## config.mk

```make
export PLATFORM = sky130hd
export DESIGN_NAME = sobi_fifo
export DESIGN_NICKNAME = d
export VERILOG_FILES = /design/src/sv/sobi_pkg.sv /design/src/sv/sobi_fifo.sv
export SDC_FILE = /design/constraint.sdc
export NUM_CORES = 1
export LEC_CHECK = 0
export BUFFER_PORTS_ARGS = -buffer_cell sky130_fd_sc_hd__buf_4
export CAP_MARGIN = 20
export CORE_MARGIN = 5
export CORE_UTILIZATION = 63
export CTS_CLUSTER_SIZE = 8
export DETAILED_ROUTE_END_ITERATION = 16
export PLACE_DENSITY = 0.93
export SLEW_MARGIN = 15
export SYNTH_ARGS = -nofsm -noshare
export SYNTH_HDL_FRONTEND = slang
export SYNTH_SLANG_ARGS = --single-unit
```

## constraint.sdc

```tcl
create_clock -name clk -period 4.9 [get_ports clk]
set_input_delay 1.47 -clock clk [delete_from_list [all_inputs] [get_ports clk]]
set_output_delay 1.47 -clock clk [all_outputs]
set_load 0.05 [all_outputs]
```

## src/sv/sobi_pkg.sv

```systemverilog
// ----------------------------------------------------------------------------
// sobi_pkg
// Shared types and constants of the segment / oriented box slab test.
// ----------------------------------------------------------------------------
package sobi_pkg;

  localparam int AXIS_ONE  = 16384;
  localparam int TQ_BITS   = 47;
  localparam int TW        = TQ_BITS + 2;
  localparam int DIV_LAT   = TQ_BITS + 3;
  localparam int FDEPTH    = 8;
  localparam int FCNT_W    = $clog2(FDEPTH) + 1;
  localparam int CFG_IDX_W = 3;
  localparam int OUT_TDATA_W = 56;

  localparam logic signed [TW-1:0] T_BIG = TW'((64'd1 << TQ_BITS) + 64'd1);
  localparam logic signed [TW-1:0] T_ONE = TW'(65536);

  typedef enum logic [CFG_IDX_W-1:0] {
    REG_CENTER_X = 3'd0,
    REG_CENTER_Y = 3'd1,
    REG_EXTENT_X = 3'd2,
    REG_EXTENT_Y = 3'd3,
    REG_AXIS_COS = 3'd4,
    REG_AXIS_SIN = 3'd5,
    REG_PAR_THR  = 3'd6
  } sobi_reg_e;

  typedef struct packed {
    logic [30:0]        ext_x;
    logic [30:0]        ext_y;
    logic signed [15:0] cs;
    logic signed [15:0] sn;
    logic [15:0]        thr;
  } sobi_box_t;

  typedef struct packed {
    logic [1:0]         par;
    logic [1:0]         pgt;
    logic [1:0]         ins;
    logic signed [15:0] n0x;
    logic signed [15:0] n0y;
    logic signed [15:0] n1x;
    logic signed [15:0] n1y;
  } sobi_flags_t;

  function automatic logic signed [15:0] sat_axis(input logic signed [15:0] a);
    logic signed [15:0] r;
    r = a;
    if (a > 16'sd16384) r = 16'sd16384;
    if (a < -16'sd16384) r = -16'sd16384;
    return r;
  endfunction

endpackage

```

## src/sv/sobi_fifo.sv

```systemverilog
// ----------------------------------------------------------------------------
// sobi_fifo
// Small register queue between the projection front and the divide back.
// ----------------------------------------------------------------------------
module sobi_fifo import sobi_pkg::*; #(
  parameter int W     = 8,
  parameter int DEPTH = 8
) (
  input  logic                       clk,
  input  logic                       rst_n,
  input  logic                       push,
  input  logic [W-1:0]               din,
  input  logic                       pop,
  output logic [W-1:0]               dout,
  output logic                       valid,
  output logic [$clog2(DEPTH):0]     count
);

  localparam int AW = $clog2(DEPTH);

  logic [W-1:0]  mem_r [DEPTH];
  logic [AW-1:0] wp_r, rp_r;
  logic [AW:0]   cnt_r;

  always_ff @(posedge clk) begin
    if (!rst_n) begin
      wp_r  <= '0;
      rp_r  <= '0;
      cnt_r <= '0;
    end else begin
      if (push) wp_r <= wp_r + AW'(1);
      if (pop) rp_r <= rp_r + AW'(1);
      cnt_r <= cnt_r + (AW+1)'(push) - (AW+1)'(pop);
    end
  end

  always_ff @(posedge clk) begin
    if (push) mem_r[wp_r] <= din;
  end

  assign dout  = mem_r[rp_r];
  assign valid = (cnt_r != '0);
  assign count = cnt_r;

endmodule

```

==> results.md <==
Run status:
- The run finished with clean final reports.

Synthesis:
- When the netlist entered floorplanning its net count stood at 180.
- Averaged over all synthesized cells, the footprint is 19.4 sq um.
- The post-synthesis instance area is 3100 sq um.
- The count of mapped cells out of synthesis is 160.
- Yosys printed 0 warnings.
- Synthesis instantiated 25 different standard cells from the library.
- The share of the Yosys chip area taken by registers is 0.704.
- The post-synthesis register bit count is 77.

Final layout:
- From synthesis to final layout, the design area changed by 14.9%.
- The area of combinational cells with multiple inputs is 845 sq um.
- The total inserted antenna cells is 0.
- The share of final-layout standard cells stronger than drive strength 1 is 0.240.
- In the final design database the tool counted 211 nets.
- Leaving out filler cells and counting taps, the final layout contains 263.
- The sequential cells in the finished layout cover a total of 2180 sq um.
- The fill cell instance count of the final layout is 285.
- The finished cells cover 3560 sq um.

Global routing:
- The initial antenna violation count is 0.
- Global routing finished with a remaining overflow of 0.
- In the global route stage, overall resource usage came out at 0.176.
- The number of global-route vias before repair is 1507.
- Entering global routing, the biggest net connects 17 pins.
- The wire length of the first global-routing pass is 7790 um.

Worst setup path:
- The critical path required time is 3430 ps.
- The depth of the worst register-to-register path is 8.
- The worst setup path is captured at an output port.
- Data on the critical path arrives at its endpoint at 2380 ps.
- The type of the setup path with the least slack is flop to output port.
- Along the worst path, the maximum fanout reaches 16.
- The startpoint type of the worst setup path is a flop.

Route:
- The number of DRC markers in iteration 0 is 104.
- The routed design has 5130 um of wire.
- The mean routed wirelength per cell is 19.5 um.
- The final routed DRC violation total is 0.
- Using the TritonRoute via totals, the vias-per-cell ratio works out to 5.63.
- In this run the remaining antenna-violating nets after routing total 0.
- The first detailed-routing pass ran for 5 iterations.
- The total number of vias is 1481.

Clock network:
- The tree is rooted in a sky130_fd_sc_hd__clkbuf_8.
- The clock net in this run drives a total of 77 sinks.
- In this run, CTS created clock tree buffers numbering 9.
- Clock latency on the worst-skew pair, taken at its later pin, is 340 ps.
- The quantity of hold-fixing buffers added after cts is 0.
- TritonCTS built the clock tree.
- Buffers added to address setup during post-CTS repair amount to 0.
- The post-cts gate resize count is 0.
- The buffer levels on the longest clock path is 2.
- The number of levels the H-tree was split into is 3.
- The clock-pin slew on the worst setup and hold paths is 70 ps.

Floorplan:
- The die width is 80.2 um.
- The number of top-level design ports is 25.
- After floorplanning, the core was sized to cover 4750 sq um.
- The chip height is 80.2 um.
- The count of standard-cell rows is 25.
- The floorplan step defined a die boundary enclosing 6420 sq um.
- The effective utilization at floorplan is 0.652.

Placement:
- Summing all placed instances gives a cell area of 3330 sq um.
- The worst slack at placement is 1410 ps.
- The port buffer count is 24.
- The placer's final routability congestion estimate is 0.698.
- Once detailed placement completed, the half-perimeter wirelength came to 3260 um.
- Once placement completed, the tool counted placed cells totaling 247.

STA:
- Setup violations remaining at the end of the flow were counted as 0.
- Summed over all failing endpoints, the final setup total negative slack is 0 ps.
- The total count of hold-check failures in the final report is 0.
- Setup repair after global routing left no endpoint under its margin.
- The final number of max-transition violations came to 0.
- The post-route minimum period is 3850 ps.
- The worst pin sits at a relative slew slack of 0.381.
- The worst setup margin is 1050 ps.
- The part of the cycle the worst path needs is 0.785.
- Clock skew on the completed layout was measured at 6.93 ps.
- The slew at the pin closest to its max-slew limit is 925 ps.
- The peak clock frequency supported by timing is 260 MHz.

Power:
- IR analysis of the VDD net gives a maximum drop of 0.425 mV.
- Overall power consumption after layout is estimated at 1.59 mW.
- The leakage component of the power is 1.27 nW.
- The power density relative to cell area is 447 nW/um^2.

Hold path:
- The cell depth of the worst hold path is 2.
- The type of the tightest min-delay check is flop to flop.

Job:
- Max-cap violations in this run came to 0.
critical path: stages, from the launching register on:
cell,delay (ps)
sky130_fd_sc_hd__dfxtp_1,890
sky130_fd_sc_hd__mux4_1,670
sky130_fd_sc_hd__mux2_2,280
sky130_fd_sc_hd__buf_4,190
flip-flops by register name (all words and copies together) (netlist names), named ones only:
name   count
rp_r       3
count      4
wp_r       3
mem_r     64
per-layer routing:
| metal | vias to the layer above | share of wire | global-route usage |
|---|---|---|---|
| met5 | - | 0 | 0 |
| met4 | 0 | 0.017 | 0.0912 |
| met3 | 10 | 0.061 | 0.0460 |
| met2 | 50 | 0.52 | 0.297 |
| met1 | 734 | 0.40 | 0.207 |
| li1 | 687 | - | - |
worst paths after layout:
| check | end | slack [ps] | start |
|---|---|---|---|
| hold / removal | rp_r[1] | 570 | rp_r[1] |
| setup reg to reg | count[2] | 3180 | count[0] |
| hold reg to reg | rp_r[1] | 570 | rp_r[1] |
| setup / recovery | dout[5] | 1050 | flop |
power by group:
| group | switching (mW) | internal [mW] | total, mW |
|---|---|---|---|
| logic | 0.174 | 0.114 | 0.288 |
| registers | 0.0239 | 0.739 | 0.763 |
| clock network | 0.208 | 0.333 | 0.542 |
cells in the mapped netlist:
cell type	number	area [sq um]
sky130_fd_sc_hd__mux4_1	15	394
sky130_fd_sc_hd__xor2_1	2	17.5
sky130_fd_sc_hd__buf_6	1	11.3
sky130_fd_sc_hd__nand2_1	5	18.8
sky130_fd_sc_hd__buf_12	1	20.0
sky130_fd_sc_hd__nor2b_1	3	18.8
sky130_fd_sc_hd__inv_1	7	26.3
sky130_fd_sc_hd__buf_2	1	5.00
sky130_fd_sc_hd__xnor2_1	3	26.3
sky130_fd_sc_hd__clkbuf_1	2	7.51
sky130_fd_sc_hd__mux4_2	1	22.5
sky130_fd_sc_hd__nor2_1	6	22.5
sky130_fd_sc_hd__and2_1	7	43.8
sky130_fd_sc_hd__a21oi_1	1	5.00
sky130_fd_sc_hd__nand3_1	1	5.00
sky130_fd_sc_hd__mux2i_1	3	30.0
sky130_fd_sc_hd__edfxtp_1	64	1920
sky130_fd_sc_hd__mux2_2	8	90.1
sky130_fd_sc_hd__a21o_1	1	7.51
sky130_fd_sc_hd__fa_1	1	20.0
sky130_fd_sc_hd__buf_1	1	3.75
sky130_fd_sc_hd__ha_1	7	87.6
sky130_fd_sc_hd__nor3_1	2	10.0
sky130_fd_sc_hd__nand2b_1	4	25.0
sky130_fd_sc_hd__dfxtp_1	13	260
through the flow:
stage	utilization	hold WS, ps
6_report	0.749	570
4_1_cts	0.749	569
3_3_place_gp	0.701	540
3_5_place_dp	0.701	558
2_1_floorplan	-	512
5_1_grt	0.749	590
final cells by class:
cell class                      count  area share
Multi-Input combinational cell     70       0.237
Clock inverter                      6      0.0285
Clock buffer                       10      0.0358
Tap cell                           67      0.0235
Timing Repair Buffer               26      0.0548
Inverter                            7     0.00738
Sequential cell                    77       0.613
kinds of logic (layout without fill, tap and decap cells):
kind of cell    count (synthesis)  count (layout)  synth area share
flops                          77              77             0.704
simple gates                   28              28            0.0464
mux                            27              27             0.173
buf+inv                        13              49            0.0238
fa+ha+maj                       8               8            0.0347
xor+xnor                        5               5            0.0141
compound gates                  2               2           0.00403
layout by cell type, fill, tap and decap left out, types with 4 or more instances in the layout:
cell	count
sky130_fd_sc_hd__edfxtp_1	64
sky130_fd_sc_hd__buf_4	26
sky130_fd_sc_hd__mux4_1	15
sky130_fd_sc_hd__dfxtp_1	13
sky130_fd_sc_hd__clkbuf_8	9
sky130_fd_sc_hd__mux2_2	8
sky130_fd_sc_hd__inv_1	7
sky130_fd_sc_hd__and2_1	7
sky130_fd_sc_hd__ha_1	7
sky130_fd_sc_hd__nor2_1	6
sky130_fd_sc_hd__nand2_1	5
sky130_fd_sc_hd__nand2b_1	4
(Power assumes the default switching activity.)
